## src/rtl/core/ttre_pkg.sv

```systemverilog
`default_nettype none
// ----------------------------------------------------------------------------
// ttre_pkg
// Shared widths, opcodes, register indexes, state encoding and the structs
// that pass between the parts of the truth-table row evaluator.
// ----------------------------------------------------------------------------
package ttre_pkg;

    // Field widths of the item and result transactions.
    localparam int KIND_W    = 1;
    localparam int SLOT_W    = 6;
    localparam int OPCODE_W  = 5;
    localparam int OPERAND_W = 6;
    localparam int ROW_W     = 16;

    // Widths of the configuration registers.
    localparam int NUM_IN_W = 5;
    localparam int OP_CNT_W = 7;

    // APB data and address widths.
    localparam int APB_DATA_W = 32;
    localparam int APB_ADDR_W = 3;

    // Item kinds.
    localparam logic [KIND_W-1:0] KIND_LOAD = 1'b0;
    localparam logic [KIND_W-1:0] KIND_EVAL = 1'b1;

    // Program opcodes; every other code yields false.
    localparam logic [OPCODE_W-1:0] OPC_NOT   = 5'd1;
    localparam logic [OPCODE_W-1:0] OPC_AND   = 5'd2;
    localparam logic [OPCODE_W-1:0] OPC_OR    = 5'd3;
    localparam logic [OPCODE_W-1:0] OPC_XOR   = 5'd4;
    localparam logic [OPCODE_W-1:0] OPC_IMPLY = 5'd5;
    localparam logic [OPCODE_W-1:0] OPC_SAVE  = 5'd16;

    // Configuration register indexes (taken from paddr[2]).
    localparam logic REG_NUM_INPUTS = 1'b0;
    localparam logic REG_OP_COUNT   = 1'b1;

    // Sequencer states.
    typedef enum logic [2:0] {
        ST_IDLE,
        ST_INPUTS,
        ST_FETCH,
        ST_OPER,
        ST_EXEC,
        ST_EMIT
    } ttre_state_t;

    // One program entry.
    typedef struct packed {
        logic [OPCODE_W-1:0]  op_code;
        logic [OPERAND_W-1:0] operand_a;
        logic [OPERAND_W-1:0] operand_b;
    } ttre_entry_t;

    // Access request to the variable store.
    typedef struct packed {
        logic                 rd_en;
        logic [OPERAND_W-1:0] rd_idx_a;
        logic [OPERAND_W-1:0] rd_idx_b;
        logic                 wr_en;
        logic [OPERAND_W-1:0] wr_idx;
        logic                 wr_bit;
    } ttre_var_req_t;

endpackage
`default_nettype wire

```

## src/rtl/core/ttre_if.sv

```systemverilog
`default_nettype none
// ----------------------------------------------------------------------------
// ttre_item_if / ttre_result_if
// Valid/ready channels for the item and result transactions of the
// truth-table row evaluator.
// ----------------------------------------------------------------------------
interface ttre_item_if
    import ttre_pkg::*;
();
    logic                 valid;
    logic                 ready;
    logic [KIND_W-1:0]    kind;
    logic [SLOT_W-1:0]    slot;
    logic [OPCODE_W-1:0]  op_code;
    logic [OPERAND_W-1:0] operand_a;
    logic [OPERAND_W-1:0] operand_b;

    modport source (
        output valid, kind, slot, op_code, operand_a, operand_b,
        input  ready
    );
    modport sink (
        input  valid, kind, slot, op_code, operand_a, operand_b,
        output ready
    );
endinterface

interface ttre_result_if
    import ttre_pkg::*;
();
    logic             valid;
    logic             ready;
    logic [ROW_W-1:0] row_bits;
    logic             final_value;

    modport source (
        output valid, row_bits, final_value,
        input  ready
    );
    modport sink (
        input  valid, row_bits, final_value,
        output ready
    );
endinterface
`default_nettype wire

```

## src/rtl/core/ttre_alu.sv

```systemverilog
`default_nettype none
// ----------------------------------------------------------------------------
// ttre_alu
// Shared Boolean unit: combines two variable values under one opcode.
// ----------------------------------------------------------------------------
module ttre_alu
    import ttre_pkg::*;
(
    input  wire logic [OPCODE_W-1:0] op_code,
    input  wire logic                val_a,
    input  wire logic                val_b,
    output logic                     val_out
);

    // Opcode decode; undefined codes give false.
    always_comb
    begin
        unique case (op_code)
            OPC_NOT:   val_out = ~val_a;
            OPC_AND:   val_out = val_a & val_b;
            OPC_OR:    val_out = val_a | val_b;
            OPC_XOR:   val_out = val_a ^ val_b;
            OPC_IMPLY: val_out = ~val_a | val_b;
            default:   val_out = 1'b0;
        endcase
    end

endmodule
`default_nettype wire

```

## src/rtl/core/ttre_prog_store.sv

```systemverilog
`default_nettype none
// ----------------------------------------------------------------------------
// ttre_prog_store
// Program memory: one write port fed by load transactions, one registered
// read port used by the sequencer.
// ----------------------------------------------------------------------------
module ttre_prog_store
    import ttre_pkg::*;
#(
    parameter int MAX_OPS = 64
) (
    input  wire logic                 clk,
    input  wire logic                 wr_en,
    input  wire logic [SLOT_W-1:0]    wr_slot,
    input  wire ttre_entry_t          wr_entry,
    input  wire logic                 rd_en,
    input  wire logic [OPERAND_W:0]   rd_idx,
    output ttre_entry_t               rd_entry
);

    // Only slots reachable by the six-bit slot field get storage.
    localparam int PROG_DEPTH = (MAX_OPS < 2**SLOT_W) ? MAX_OPS : 2**SLOT_W;
    localparam int PROG_AW    = (PROG_DEPTH > 1) ? $clog2(PROG_DEPTH) : 1;

    ttre_entry_t mem [PROG_DEPTH];
    ttre_entry_t rd_entry_reg;
    logic        slot_ok;

    // Slots at or beyond the program size are dropped.
    assign slot_ok = (32'(wr_slot) < 32'(MAX_OPS));

    // Write port.
    always_ff @(posedge clk)
    begin
        if (wr_en && slot_ok)
        begin
            mem[wr_slot[PROG_AW-1:0]] <= wr_entry;
        end
    end

    // Registered read port.
    always_ff @(posedge clk)
    begin
        if (rd_en)
        begin
            rd_entry_reg <= mem[rd_idx[PROG_AW-1:0]];
        end
    end

    assign rd_entry = rd_entry_reg;

endmodule
`default_nettype wire

```

## src/rtl/core/ttre_var_store.sv

```systemverilog
`default_nettype none
// ----------------------------------------------------------------------------
// ttre_var_store
// Variable memory: one write port and two registered read ports. Per-entry
// valid bits make every entry read as zero after reset until written.
// ----------------------------------------------------------------------------
module ttre_var_store
    import ttre_pkg::*;
#(
    parameter int MAX_VARS = 64
) (
    input  wire logic          clk,
    input  wire logic          rst_n,
    input  wire ttre_var_req_t req,
    output logic               rd_a,
    output logic               rd_b
);

    // Only indexes reachable by the six-bit operand fields get storage.
    localparam int VAR_DEPTH = (MAX_VARS < 2**OPERAND_W) ? MAX_VARS : 2**OPERAND_W;
    localparam int VAR_AW    = (VAR_DEPTH > 1) ? $clog2(VAR_DEPTH) : 1;

    logic                 mem [VAR_DEPTH];
    logic [VAR_DEPTH-1:0] valid_reg;
    logic                 rd_a_reg;
    logic                 rd_b_reg;
    logic                 wr_ok;
    logic                 a_ok;
    logic                 b_ok;
    logic [VAR_AW-1:0]    wr_addr;
    logic [VAR_AW-1:0]    a_addr;
    logic [VAR_AW-1:0]    b_addr;

    // Out-of-range indexes read as zero and ignore writes.
    assign wr_ok   = (32'(req.wr_idx) < 32'(MAX_VARS));
    assign a_ok    = (32'(req.rd_idx_a) < 32'(MAX_VARS));
    assign b_ok    = (32'(req.rd_idx_b) < 32'(MAX_VARS));
    assign wr_addr = req.wr_idx[VAR_AW-1:0];
    assign a_addr  = req.rd_idx_a[VAR_AW-1:0];
    assign b_addr  = req.rd_idx_b[VAR_AW-1:0];

    // Data array.
    always_ff @(posedge clk)
    begin
        if (req.wr_en && wr_ok)
        begin
            mem[wr_addr] <= req.wr_bit;
        end
    end

    // Valid bits, cleared by reset.
    always_ff @(posedge clk or negedge rst_n)
    begin
        if (!rst_n)
        begin
            valid_reg <= '0;
        end
        else if (req.wr_en && wr_ok)
        begin
            valid_reg[wr_addr] <= 1'b1;
        end
    end

    // Two registered read ports.
    always_ff @(posedge clk)
    begin
        if (req.rd_en)
        begin
            rd_a_reg <= a_ok && valid_reg[a_addr] && mem[a_addr];
            rd_b_reg <= b_ok && valid_reg[b_addr] && mem[b_addr];
        end
    end

    assign rd_a = rd_a_reg;
    assign rd_b = rd_b_reg;

endmodule
`default_nettype wire

```

## src/rtl/core/truth_table_row_evaluator.sv

```systemverilog
`default_nettype none
// Sequence: a load transaction writes its program entry and leaves the block idle.
// An evaluate transaction writes each input bit in ST_INPUTS, checks the input count,
// steps each program entry through ST_FETCH, ST_OPER and ST_EXEC, then registers
// its result in ST_EMIT, which waits while the result stalls; no new item is taken
// until the block is back in ST_IDLE.
// Reset: control, counters and config clear; variables read zero; program undefined.
// ----------------------------------------------------------------------------
// truth_table_row_evaluator
// Runs a loaded Boolean program once per evaluate transaction and returns one
// truth-table row, stepping a shared Boolean unit under a small sequencer.
// ----------------------------------------------------------------------------
module truth_table_row_evaluator
    import ttre_pkg::*;
#(
    parameter int MAX_OPS    = 64,
    parameter int MAX_VARS   = 64,
    parameter int MAX_INPUTS = 16
) (
    input  wire logic                  clk,
    input  wire logic                  rst_n,
    input  wire logic                  psel,
    input  wire logic                  penable,
    input  wire logic                  pwrite,
    input  wire logic [APB_ADDR_W-1:0] paddr,
    input  wire logic [APB_DATA_W-1:0] pwdata,
    output logic [APB_DATA_W-1:0]      prdata,
    output logic                       pready,
    ttre_item_if.sink                  item,
    ttre_result_if.source              result
);

    // Effective limits on inputs and executed entries.
    localparam int IN_LIM0   = (MAX_INPUTS < MAX_VARS) ? MAX_INPUTS : MAX_VARS;
    localparam int IN_LIMIT  = (IN_LIM0 < ROW_W) ? IN_LIM0 : ROW_W;
    localparam int CNT_MAX   = 2**OP_CNT_W - 1;
    localparam int CNT_LIMIT = (MAX_OPS < CNT_MAX) ? MAX_OPS : CNT_MAX;

    ttre_state_t           state_reg, state_next;
    logic [NUM_IN_W-1:0]   num_inputs_reg, num_inputs_next;
    logic [OP_CNT_W-1:0]   op_count_reg, op_count_next;
    logic [NUM_IN_W-1:0]   in_idx_reg, in_idx_next;
    logic [OP_CNT_W-1:0]   op_idx_reg, op_idx_next;
    logic [ROW_W-1:0]      shift_reg, shift_next;
    logic [ROW_W-1:0]      rows_reg, rows_next;
    logic [ROW_W-1:0]      row_cnt_reg, row_cnt_next;
    logic                  acc_reg, acc_next;
    logic                  out_valid_reg, out_valid_next;
    logic [ROW_W-1:0]      out_rows_reg, out_rows_next;
    logic                  out_value_reg, out_value_next;

    logic [NUM_IN_W-1:0]   n_eff;
    logic [OP_CNT_W-1:0]   count_eff;
    logic [ROW_W-1:0]      row_mask;
    logic [ROW_W-1:0]      rows_now;
    logic [OP_CNT_W-1:0]   op_idx_inc;
    logic                  in_ready;
    logic                  item_accept;
    logic                  cfg_write;
    logic                  prog_wr_en;
    logic                  prog_rd_en;
    ttre_entry_t           prog_wr_entry;
    ttre_entry_t           entry;
    ttre_var_req_t         var_req;
    logic                  var_a;
    logic                  var_b;
    logic                  alu_out;

    // Program memory.
    assign prog_wr_entry = '{op_code: item.op_code, operand_a: item.operand_a,
                             operand_b: item.operand_b};

    ttre_prog_store #(
        .MAX_OPS (MAX_OPS)
    ) u_prog_store (
        .clk      (clk),
        .wr_en    (prog_wr_en),
        .wr_slot  (item.slot),
        .wr_entry (prog_wr_entry),
        .rd_en    (prog_rd_en),
        .rd_idx   (op_idx_reg),
        .rd_entry (entry)
    );

    // Variable memory.
    ttre_var_store #(
        .MAX_VARS (MAX_VARS)
    ) u_var_store (
        .clk   (clk),
        .rst_n (rst_n),
        .req   (var_req),
        .rd_a  (var_a),
        .rd_b  (var_b)
    );

    // Shared Boolean unit.
    ttre_alu u_alu (
        .op_code (entry.op_code),
        .val_a   (var_a),
        .val_b   (var_b),
        .val_out (alu_out)
    );

    // Configuration port.
    assign pready    = 1'b1;
    assign cfg_write = psel && penable && pwrite;

    always_comb
    begin
        num_inputs_next = num_inputs_reg;
        op_count_next   = op_count_reg;
        if (cfg_write)
        begin
            unique case (paddr[2])
                REG_NUM_INPUTS: num_inputs_next = pwdata[NUM_IN_W-1:0];
                REG_OP_COUNT:   op_count_next   = pwdata[OP_CNT_W-1:0];
                default:        num_inputs_next = num_inputs_reg;
            endcase
        end
    end

    always_comb
    begin
        unique case (paddr[2])
            REG_NUM_INPUTS: prdata = APB_DATA_W'(num_inputs_reg);
            REG_OP_COUNT:   prdata = APB_DATA_W'(op_count_reg);
            default:        prdata = '0;
        endcase
    end

    // Clamped configuration and the row mask.
    assign n_eff      = (num_inputs_reg > NUM_IN_W'(IN_LIMIT)) ?
                        NUM_IN_W'(IN_LIMIT) : num_inputs_reg;
    assign count_eff  = (op_count_reg > OP_CNT_W'(CNT_LIMIT)) ?
                        OP_CNT_W'(CNT_LIMIT) : op_count_reg;
    assign row_mask   = {ROW_W{1'b1}} >> (NUM_IN_W'(ROW_W) - n_eff);
    assign rows_now   = row_cnt_reg & row_mask;
    assign op_idx_inc = op_idx_reg + OP_CNT_W'(1);

    // Handshake.
    assign in_ready           = (state_reg == ST_IDLE);
    assign item.ready         = in_ready;
    assign item_accept        = item.valid && in_ready;
    assign result.valid       = out_valid_reg;
    assign result.row_bits    = out_rows_reg;
    assign result.final_value = out_value_reg;

    // Sequencer: next state and datapath control.
    always_comb
    begin
        state_next     = state_reg;
        in_idx_next    = in_idx_reg;
        op_idx_next    = op_idx_reg;
        shift_next     = shift_reg;
        rows_next      = rows_reg;
        row_cnt_next   = row_cnt_reg;
        acc_next       = acc_reg;
        out_valid_next = out_valid_reg;
        out_rows_next  = out_rows_reg;
        out_value_next = out_value_reg;
        prog_wr_en     = item_accept && (item.kind == KIND_LOAD);
        prog_rd_en     = 1'b0;
        var_req        = '0;

        // The result register empties when its transaction completes.
        if (out_valid_reg && result.ready)
        begin
            out_valid_next = 1'b0;
        end

        unique case (state_reg)
            ST_IDLE:
            begin
                if (item_accept && (item.kind == KIND_EVAL))
                begin
                    rows_next   = rows_now;
                    shift_next  = rows_now << (NUM_IN_W'(ROW_W) - n_eff);
                    in_idx_next = '0;
                    op_idx_next = '0;
                    acc_next    = 1'b0;
                    state_next  = ST_INPUTS;
                end
            end
            ST_INPUTS:
            begin
                // One input variable per cycle, variable 0 from the top bit.
                if (in_idx_reg == n_eff)
                begin
                    state_next = (count_eff == '0) ? ST_EMIT : ST_FETCH;
                end
                else
                begin
                    var_req.wr_en  = 1'b1;
                    var_req.wr_idx = {1'b0, in_idx_reg};
                    var_req.wr_bit = shift_reg[ROW_W-1];
                    shift_next     = shift_reg << 1;
                    in_idx_next    = in_idx_reg + NUM_IN_W'(1);
                end
            end
            ST_FETCH:
            begin
                prog_rd_en = 1'b1;
                state_next = ST_OPER;
            end
            ST_OPER:
            begin
                var_req.rd_en    = 1'b1;
                var_req.rd_idx_a = entry.operand_a;
                var_req.rd_idx_b = entry.operand_b;
                state_next       = ST_EXEC;
            end
            ST_EXEC:
            begin
                if (entry.op_code == OPC_SAVE)
                begin
                    var_req.wr_en  = 1'b1;
                    var_req.wr_idx = entry.operand_a;
                    var_req.wr_bit = acc_reg;
                end
                else
                begin
                    acc_next = alu_out;
                end
                op_idx_next = op_idx_inc;
                state_next  = (op_idx_inc == count_eff) ? ST_EMIT : ST_FETCH;
            end
            ST_EMIT:
            begin
                if (!out_valid_reg || result.ready)
                begin
                    out_valid_next = 1'b1;
                    out_rows_next  = rows_reg;
                    out_value_next = acc_reg;
                    row_cnt_next   = (rows_reg + ROW_W'(1)) & row_mask;
                    state_next     = ST_IDLE;
                end
            end
            default:
            begin
                state_next = ST_IDLE;
            end
        endcase
    end

    // Control registers.
    always_ff @(posedge clk or negedge rst_n)
    begin
        if (!rst_n)
        begin
            state_reg      <= ST_IDLE;
            num_inputs_reg <= '0;
            op_count_reg   <= '0;
            in_idx_reg     <= '0;
            op_idx_reg     <= '0;
            row_cnt_reg    <= '0;
            acc_reg        <= 1'b0;
            out_valid_reg  <= 1'b0;
        end
        else
        begin
            state_reg      <= state_next;
            num_inputs_reg <= num_inputs_next;
            op_count_reg   <= op_count_next;
            in_idx_reg     <= in_idx_next;
            op_idx_reg     <= op_idx_next;
            row_cnt_reg    <= row_cnt_next;
            acc_reg        <= acc_next;
            out_valid_reg  <= out_valid_next;
        end
    end

    // Payload registers.
    always_ff @(posedge clk)
    begin
        shift_reg     <= shift_next;
        rows_reg      <= rows_next;
        out_rows_reg  <= out_rows_next;
        out_value_reg <= out_value_next;
    end

endmodule
`default_nettype wire

```

## src/flat_wrapper.sv

```systemverilog
// flat-port wrapper written by rule: the top's interface ports become plain ports
module truth_table_row_evaluator_flat import ttre_pkg::*;
#(
    parameter int MAX_OPS    = 64,
    parameter int MAX_VARS   = 64,
    parameter int MAX_INPUTS = 16
)
  (clk, rst_n, psel, penable, pwrite, paddr, pwdata, prdata, pready, item_valid, item_kind, item_slot, item_op_code, item_operand_a, item_operand_b, item_ready, result_valid, result_row_bits, result_final_value, result_ready);
  ttre_item_if item_i ();
  ttre_result_if result_i ();
  input  wire logic clk;
  input  wire logic rst_n;
  input  wire logic psel;
  input  wire logic penable;
  input  wire logic pwrite;
  input  wire logic [APB_ADDR_W-1:0] paddr;
  input  wire logic [APB_DATA_W-1:0] pwdata;
  output logic [APB_DATA_W-1:0] prdata;
  output logic pready;
  input wire logic [$bits(item_i.valid)-1:0] item_valid;
  input wire logic [$bits(item_i.kind)-1:0] item_kind;
  input wire logic [$bits(item_i.slot)-1:0] item_slot;
  input wire logic [$bits(item_i.op_code)-1:0] item_op_code;
  input wire logic [$bits(item_i.operand_a)-1:0] item_operand_a;
  input wire logic [$bits(item_i.operand_b)-1:0] item_operand_b;
  output wire logic [$bits(item_i.ready)-1:0] item_ready;
  output wire logic [$bits(result_i.valid)-1:0] result_valid;
  output wire logic [$bits(result_i.row_bits)-1:0] result_row_bits;
  output wire logic [$bits(result_i.final_value)-1:0] result_final_value;
  input wire logic [$bits(result_i.ready)-1:0] result_ready;
  assign item_i.valid = item_valid;
  assign item_i.kind = item_kind;
  assign item_i.slot = item_slot;
  assign item_i.op_code = item_op_code;
  assign item_i.operand_a = item_operand_a;
  assign item_i.operand_b = item_operand_b;
  assign item_ready = item_i.ready;
  assign result_valid = result_i.valid;
  assign result_row_bits = result_i.row_bits;
  assign result_final_value = result_i.final_value;
  assign result_i.ready = result_ready;
  truth_table_row_evaluator #(.MAX_OPS(MAX_OPS), .MAX_VARS(MAX_VARS), .MAX_INPUTS(MAX_INPUTS)) u_core (.clk(clk), .rst_n(rst_n), .psel(psel), .penable(penable), .pwrite(pwrite), .paddr(paddr), .pwdata(pwdata), .prdata(prdata), .pready(pready), .item(item_i), .result(result_i));
endmodule
```

## config.mk

```make
export PLATFORM = sky130hd
export DESIGN_NAME = truth_table_row_evaluator_flat
export DESIGN_NICKNAME = d
export VERILOG_FILES = /design/src/rtl/core/ttre_pkg.sv /design/src/rtl/core/ttre_if.sv /design/src/rtl/core/ttre_alu.sv /design/src/rtl/core/ttre_prog_store.sv /design/src/rtl/core/ttre_var_store.sv /design/src/rtl/core/truth_table_row_evaluator.sv /design/src/flat_wrapper.sv
export SDC_FILE = /design/constraint.sdc
export NUM_CORES = 2
export LEC_CHECK = 0
export ABC_AREA = 1
export ABC_CLOCK_PERIOD_IN_PS = 2700
export BUFFER_PORTS_ARGS = -buffer_cell sky130_fd_sc_hd__buf_2
export CAP_MARGIN = 10
export CORE_MARGIN = 5
export CORE_UTILIZATION = 40
export CTS_BUF_LIST = sky130_fd_sc_hd__clkbuf_4 sky130_fd_sc_hd__clkbuf_8
export CTS_CLUSTER_SIZE = 24
export DETAILED_ROUTE_END_ITERATION = 10
export GPL_TIMING_DRIVEN = 0
export SYNTH_ARGS = -nofsm -noshare
export SYNTH_HDL_FRONTEND = slang
export SYNTH_SLANG_ARGS = --single-unit
```

## constraint.sdc

```tcl
create_clock -name clk -period 2.7 [get_ports clk]
set_input_delay 0.54 -clock clk [delete_from_list [all_inputs] [get_ports clk]]
set_output_delay 0.54 -clock clk [all_outputs]
set_load 0.01 [all_outputs]
```

# [Word-level counts from Yosys, hierarchy flattened]
# Memory sizes are Yosys's and may differ from the RTL's. A register that Yosys moved wholly into a read port is not among the register bits.
# Cells that the tools add are included.
[classes] order_cmp=6 n_bitwise=10 mux=39 n_div=0 n_reduce_logical=23 n_addsub=4 eq_ne=18 n_shift=2 mul=0
[ops] op="$or A64 B64 Y64" n=1
[ops] op="$pmux W32 S2" n=1
[ops] op="$and A16 B16 Y16" n=2
[ops] op="$mux W16" n=2
[ops] op="$pmux W16 S2" n=1
[ops] op="$lt A6 B7 Y1 const B" n=3
[ops] op="$pmux W3 S6" n=1
[ops] op="$add A16 B1 Y16 const B" n=1
[ops] op="$mux W8" n=2
[ops] op="$pmux W8 S2" n=1
[ops] op="$shl A16 B5 Y16" n=1
[ops] op="$shr A16 B5 Y16 const A" n=1
[ops] op="$mux W3" n=5
[ops] op="$mux W5" n=3
[ops] op="$mux W7" n=2
[ops] op="$pmux W7 S2" n=1
[ops] op="$mux W1" n=13
[ops] op="$mux W13" n=1
[ops] op="$bmux W1 S6" n=2
[ops] op="$eq A5 B2 Y1 const B" n=2
[ops] op="$eq A5 B3 Y1 const B" n=2
[ops] op="$pmux W5 S2" n=1
[ops] op="$reduce_and A2 Y1" n=5
[ops] op="$logic_and A1 B1 Y1" n=9
[ops] op="28 further kinds" n=39
[word_totals] wordCells=119 rom_bits=0 ff_bits=160 out_inout_bits=52 inputBits=66 mem_count=2 ram_bits=1152 latchBits=0
[memory_table] name="u_core.u_prog_store.mem" depth=64 word_bits=17 rd=1 rd_clocked_by_memory_dff=1 wr=1 line="ttre_prog_store.sv:25" source="ttre_entry_t mem [PROG_DEPTH];"
[memory_table] name="u_core.u_var_store.mem" depth=64 word_bits=1 rd=2 rd_clocked_by_memory_dff=0 wr=1 line="ttre_var_store.sv:23" source="logic mem [VAR_DEPTH];"

# [Depth between registers and ports, before layout]
[depth] ltp_word=10 depth_mapped=20 depth_no_buf=19

# [By module]
# A second synthesis with hierarchy kept.
[hier_totals] hier_cells=5133 hier_area_um2=56485.4
[modules_own_cells] mod="ttre_prog_store" instances=1 seq_area_each_um2=33181.8 cells_per_inst=3731 area_each_um2=44615.3
[modules_own_cells] mod="ttre_var_store" instances=1 seq_area_each_um2=3583.4 cells_per_inst=649 area_each_um2=6037.0
[modules_own_cells] mod="truth_table_row_evaluator" instances=1 seq_area_each_um2=2597.5 cells_per_inst=730 area_each_um2=5730.5
[modules_own_cells] mod="ttre_alu" instances=1 seq_area_each_um2=0.0 cells_per_inst=23 area_each_um2=102.6

# [Worst setup path after synthesis]
# No wires, ideal clock.
[synth_path] kind="register to register" startpoint="register u_core.num_inputs_reg[0]" endpoint="register u_core.shift_reg[11], data pin" required_ns=2.448 path_stages_with_launch=19 setup_slack_ns=-0.156 t_arrival_ns=2.604 synth_period_minus_slack_ns=2.856 setup_ns=0.252 n_path_buf=2 path_cell_list="dfrtp_1 nor2_2 nand2_1 nand2_2 nand2_4 clkbuf_1 ha_1 inv_1 ha_1 clkbuf_1 nor2_1 nand3_1 nand4_1 nand3_1 and2_1 nand2_1 nand2_1 nand2_1 nand2_1"
[synth_via] elab_chain_len=8
[synth_lines] element="from (decl)" line="truth_table_row_evaluator.sv:40" source="logic [NUM_IN_W-1:0] num_inputs_reg, num_inputs_next;"
[synth_lines] element="from (signal assigned)" line="truth_table_row_evaluator.sv:262" source="num_inputs_reg <= num_inputs_next;"
[synth_lines] element="$gt A5 B5 Y1" line="truth_table_row_evaluator.sv:132" source="assign n_eff = (num_inputs_reg > NUM_IN_W'(IN_LIMIT)) ?"
[synth_lines] element="$mux W5 *" line="truth_table_row_evaluator.sv:132"
[synth_lines] element="$sub A5 B5 Y5 *" line="truth_table_row_evaluator.sv:136, truth_table_row_evaluator.sv:177"
[synth_lines] element="$shr A16 B5 Y16" line="truth_table_row_evaluator.sv:136" source="assign row_mask = {ROW_W{1'b1}} >> (NUM_IN_W'(ROW_W) - n_eff);"
[synth_lines] element="$and A16 B16 Y16" line="truth_table_row_evaluator.sv:137" source="assign rows_now = row_cnt_reg & row_mask;"
[synth_lines] element="$shl A16 B5 Y16 *" line="truth_table_row_evaluator.sv:177" source="shift_next = rows_now << (NUM_IN_W'(ROW_W) - n_eff);"
[synth_lines] element="$mux W16 *" line="truth_table_row_evaluator.sv:174" source="if (item_accept && (item.kind == KIND_EVAL))"
[synth_lines] element="$pmux W16 S2 *" line="truth_table_row_evaluator.sv:171" source="unique case (state_reg)"
[synth_lines] element="via u_core.shift_next[11]" line="truth_table_row_evaluator.sv:44" source="logic [ROW_W-1:0] shift_reg, shift_next;"
[synth_lines] element="to (signal assigned)" line="truth_table_row_evaluator.sv:275" source="shift_reg <= shift_next;"
[synth_lines] element="to (decl)" line="truth_table_row_evaluator.sv:44"
# The timed path passes the listed nets; every way through them passes the cells marked *. The select of a mux whose other input is x is not followed.
# A chain may end at the register's enable or synchronous reset.

==> impl_metrics.ini <==
[sta]
grt_setup_unrepaired = true
min_period_over_period_pct = 103.9
relSlewSlack_pct = 34.26
timing.fmax_mhz = 356.6
hold_viol = 0
skew_ns = 0.08094
final_max_slew_viol_count = 0
fin_crit_ns = 2.805
setup_ws_ns = -0.1045
tightest_slew_ns = 0.9862
finalSetupViolCount = 25

[setup_path]
crit_required_ns = 3.30
crit_type = reg2reg
critPathCaptureType = flip-flop
reg2reg_slack_ns = -0.10
r2r_cells = 7
start_kind = flip-flop
crit_fanout = 10
critPathArrivalTime_ns = 3.40

[cts]
cts_tree = built
clk_pin_slew_worst_paths_ns = 0.08
clk_latency_ns = 0.98
numCtsBuffers = 212
h-tree-depth = 4
cts-root-buf = clkbuf_8
clockBufferDepth = 3
clock_sinks = 1329

[synth]
synthAdderAreaFrac_pct = 0.1810
synth.area.mux_share_pct = 0
synth_flop_cell = edfxtp_1
synth_top_family_by_area = simple AND/OR/NAND/NOR gates
yosys.area_share.xor_xnor_pct = 0.2987
ys_seq_area_share_pct = 71.18
ys_seq_elements = 1329
synth-simple-area-share_pct = 12.44
syn_area_mm2 = 0.05530
postSynthAreaPerCell_um2 = 12.00
ys_types = 50
netlist_instances = 4610
yosys.area.top_type = edfxtp_1
yosysWarnings = 0
synth_compound_area_share_pct = 11.82
synth_top_area_share_pct = 66.25
yosysMostFrequentCell = edfxtp_1
synth_edf_count = 1220
synth_area_leaders = edfxtp_1 (66%), o21ai_0 (5.6%), dfrtp_1 (4.9%)
ys_top_cells_by_count = edfxtp_1 (1220), nor2_1 (713), o21ai_0 (621)
synthArstFlopShare_pct = 8.202

[drt]
ant_nets = 0
num_vias = 42480
met2_length_um = 86410
first_pass_iters = 8
met3_length_um = 25340
drt-vias-per-instance = 5.967
drc = 0
top_layer_used = met5
drt_wl_total_um = 197200
wl_met1_um = 74490
drt-wirelength-per-cell_um = 27.70
drtIter0Drc = 6748

[power]
seqPwrFrac_pct = 39.5
netSwitchingFraction_pct = 37.08
p_clk_share_pct = 29.7
p_int_w = 0.03803
p_switching_w = 0.02242
power_frac_comb_pct = 30.8
powerDensity_mw_per_mm2 = 893.5
leakage_nw = 24.23
ir_drop_mv = 0.4197

[floorplanning]
die_x_um = 381.8
rows = 136
top_level_ports = 118
initial_core_util_pct = 40.22
core_mm2 = 0.1375
die_y_um = 381.8
dieArea_mm2 = 0.1458

[placed_design]
port_buffers = 63
dpl.hpwl_um = 126400
gp_congestion = 0.9542
dp.cells = 6567
dpl_worst_slack_ns = -1.197
placed_cell_area_mm2 = 0.05970

[grt]
grt_pass1_wl_um = 275600
grt_max_degree = 65
grt-ovfl-total = 0
grt_usage_pct = 25.71
antenna_found_initial = 12
grt_pass1_vias = 39460

[layout]
syn2layout_area_growth_pct = 22.35
fillers = 11970
post-route-util_pct = 49.21
drive_above_1_share_pct = 21.39
instances_no_fill = 7118
largest_reg_flops = 1088
regArea_mm2 = 0.03937
nets = 5212
final_area_mm2 = 0.06766
multi_input_area_mm2 = 0.01512

[status]
status = finished with violations
failed_checks = negative setup slack

[worst_hold_path]
holdPathStages = 1
hold_class = in2reg

[run]
drv_cap = 0
-- logic make-up (layout without fill, tap and decap cells) --
kind of cell | after synthesis | in the layout
and+or+nand+nor | 1625 | 1625
DFF | 1329 | 1329
AOI/OAI and AO/OA | 1070 | 1071
buffers and inverters | 558 | 1239
xor gates and xnor gates | 18 | 18
adders and majority gates | 8 | 8
other | 2 | 34
-- cells in the final DEF (no fill, tap or decap), types with 26 or more instances in the layout --
master    instances
clkbuf_8        229
nand2_2          28
dfrtp_1         102
o22ai_1          95
buf_12           67
clkbuf_2        114
nand3_2          48
nor2_4           90
buf_16           26
o221ai_1        160
nor2_1          639
clkinv_1         53
conb_1           26
inv_1           223
nand4_1          26
clkbuf_4        103
buf_2            82
buf_4           129
o21ai_0         612
clkbuf_1         65
o211ai_1        111
edfxtp_1       1220
buf_8            35
nand2_1         475
nand3_1         275
-- area by class of cell --
cell class | instances | area share, %
flip-flops and latches | 1329 | 58.19
multi-input cells | 2748 | 22.35
repair buffers | 293 | 5.600
clock buffers | 295 | 5.335
well taps | 1794 | 3.318
plain buffers | 299 | 2.580
inverters | 255 | 1.474
clock inverters | 97 | 1.123
diodes | 8 | 0.02959
-- what timing repair did --
| action | CTS | global route |
|---|---|---|
| endpoints found under the hold margin | 79 | 0 |
| gates cloned | 0 | 6 |
| buffers inserted | 74 | 64 |
| pin swaps | 72 | 75 |
| hold buffers | 10 | 0 |
| resized for setup | 336 | 268 |
| setup endpoints to repair | 1157 | 1153 |
-- power by group through the flow --
stage	registers [W]	logic, W	clock network (W)
2_1_floorplan	0.0241	0.00896	0
3_3_place_gp	0.0243	0.0157	0
3_5_place_dp	0.0243	0.0160	0
4_1_cts	0.0238	0.0168	0.0180
5_1_grt	0.0239	0.0195	0.0191
6_report	0.0239	0.0186	0.0179
-- routing by layer --
metal	global-route usage [%]	vias up
li1	-	17930
met1	34.97	20770
met2	38.86	3094
met3	6.797	676
met4	11.60	4
met5	0	-
-- worst paths after layout --
path / to / start
min in group asynchronous: u_core.row_cnt_reg[8]$_DFFE_PN0P_ / rst_n
max: u_core.u_prog_store.rd_entry[13]$_DFFE_PP_ / u_core.op_idx_reg[3]$_DFFE_PN0P_
max reg2reg: u_core.u_prog_store.rd_entry[13]$_DFFE_PP_ / u_core.op_idx_reg[3]$_DFFE_PN0P_
min: u_core.u_prog_store.mem[59][15]$_DFFE_PP_ / item_op_code[3]
max in group asynchronous: u_core.op_idx_reg[1]$_DFFE_PN0P_ / rst_n
min reg2reg: u_core.u_var_store.valid_reg[28]$_DFFE_PN0P_ / u_core.u_var_store.valid_reg[28]$_DFFE_PN0P_
-- metrics by stage --
stage	power [W]	setup TNS, ns	hold slack [ns]
floorplan	0.03309	-15.04	0.2444
global placement	0.03997	-1831.58	0.4470
finish	0.06045	-0.9303	0.04624
global route	0.06245	-3.405	0.02858
detailed placement	0.04026	-810.78	0.4488
CTS	0.05870	-2.905	0.07124
-- worst max-delay path, stage by stage, from the launching register on --
cell,delay [ns]
dfrtp_1,0.32
buf_2,0.39
clkinv_2,0.37
clkbuf_1,0.46
o211ai_1,0.37
nand3_1,0.20
nand3_2,0.17
nand3_1,0.20
No activity file was read; power rests on OpenSTA's default activity.
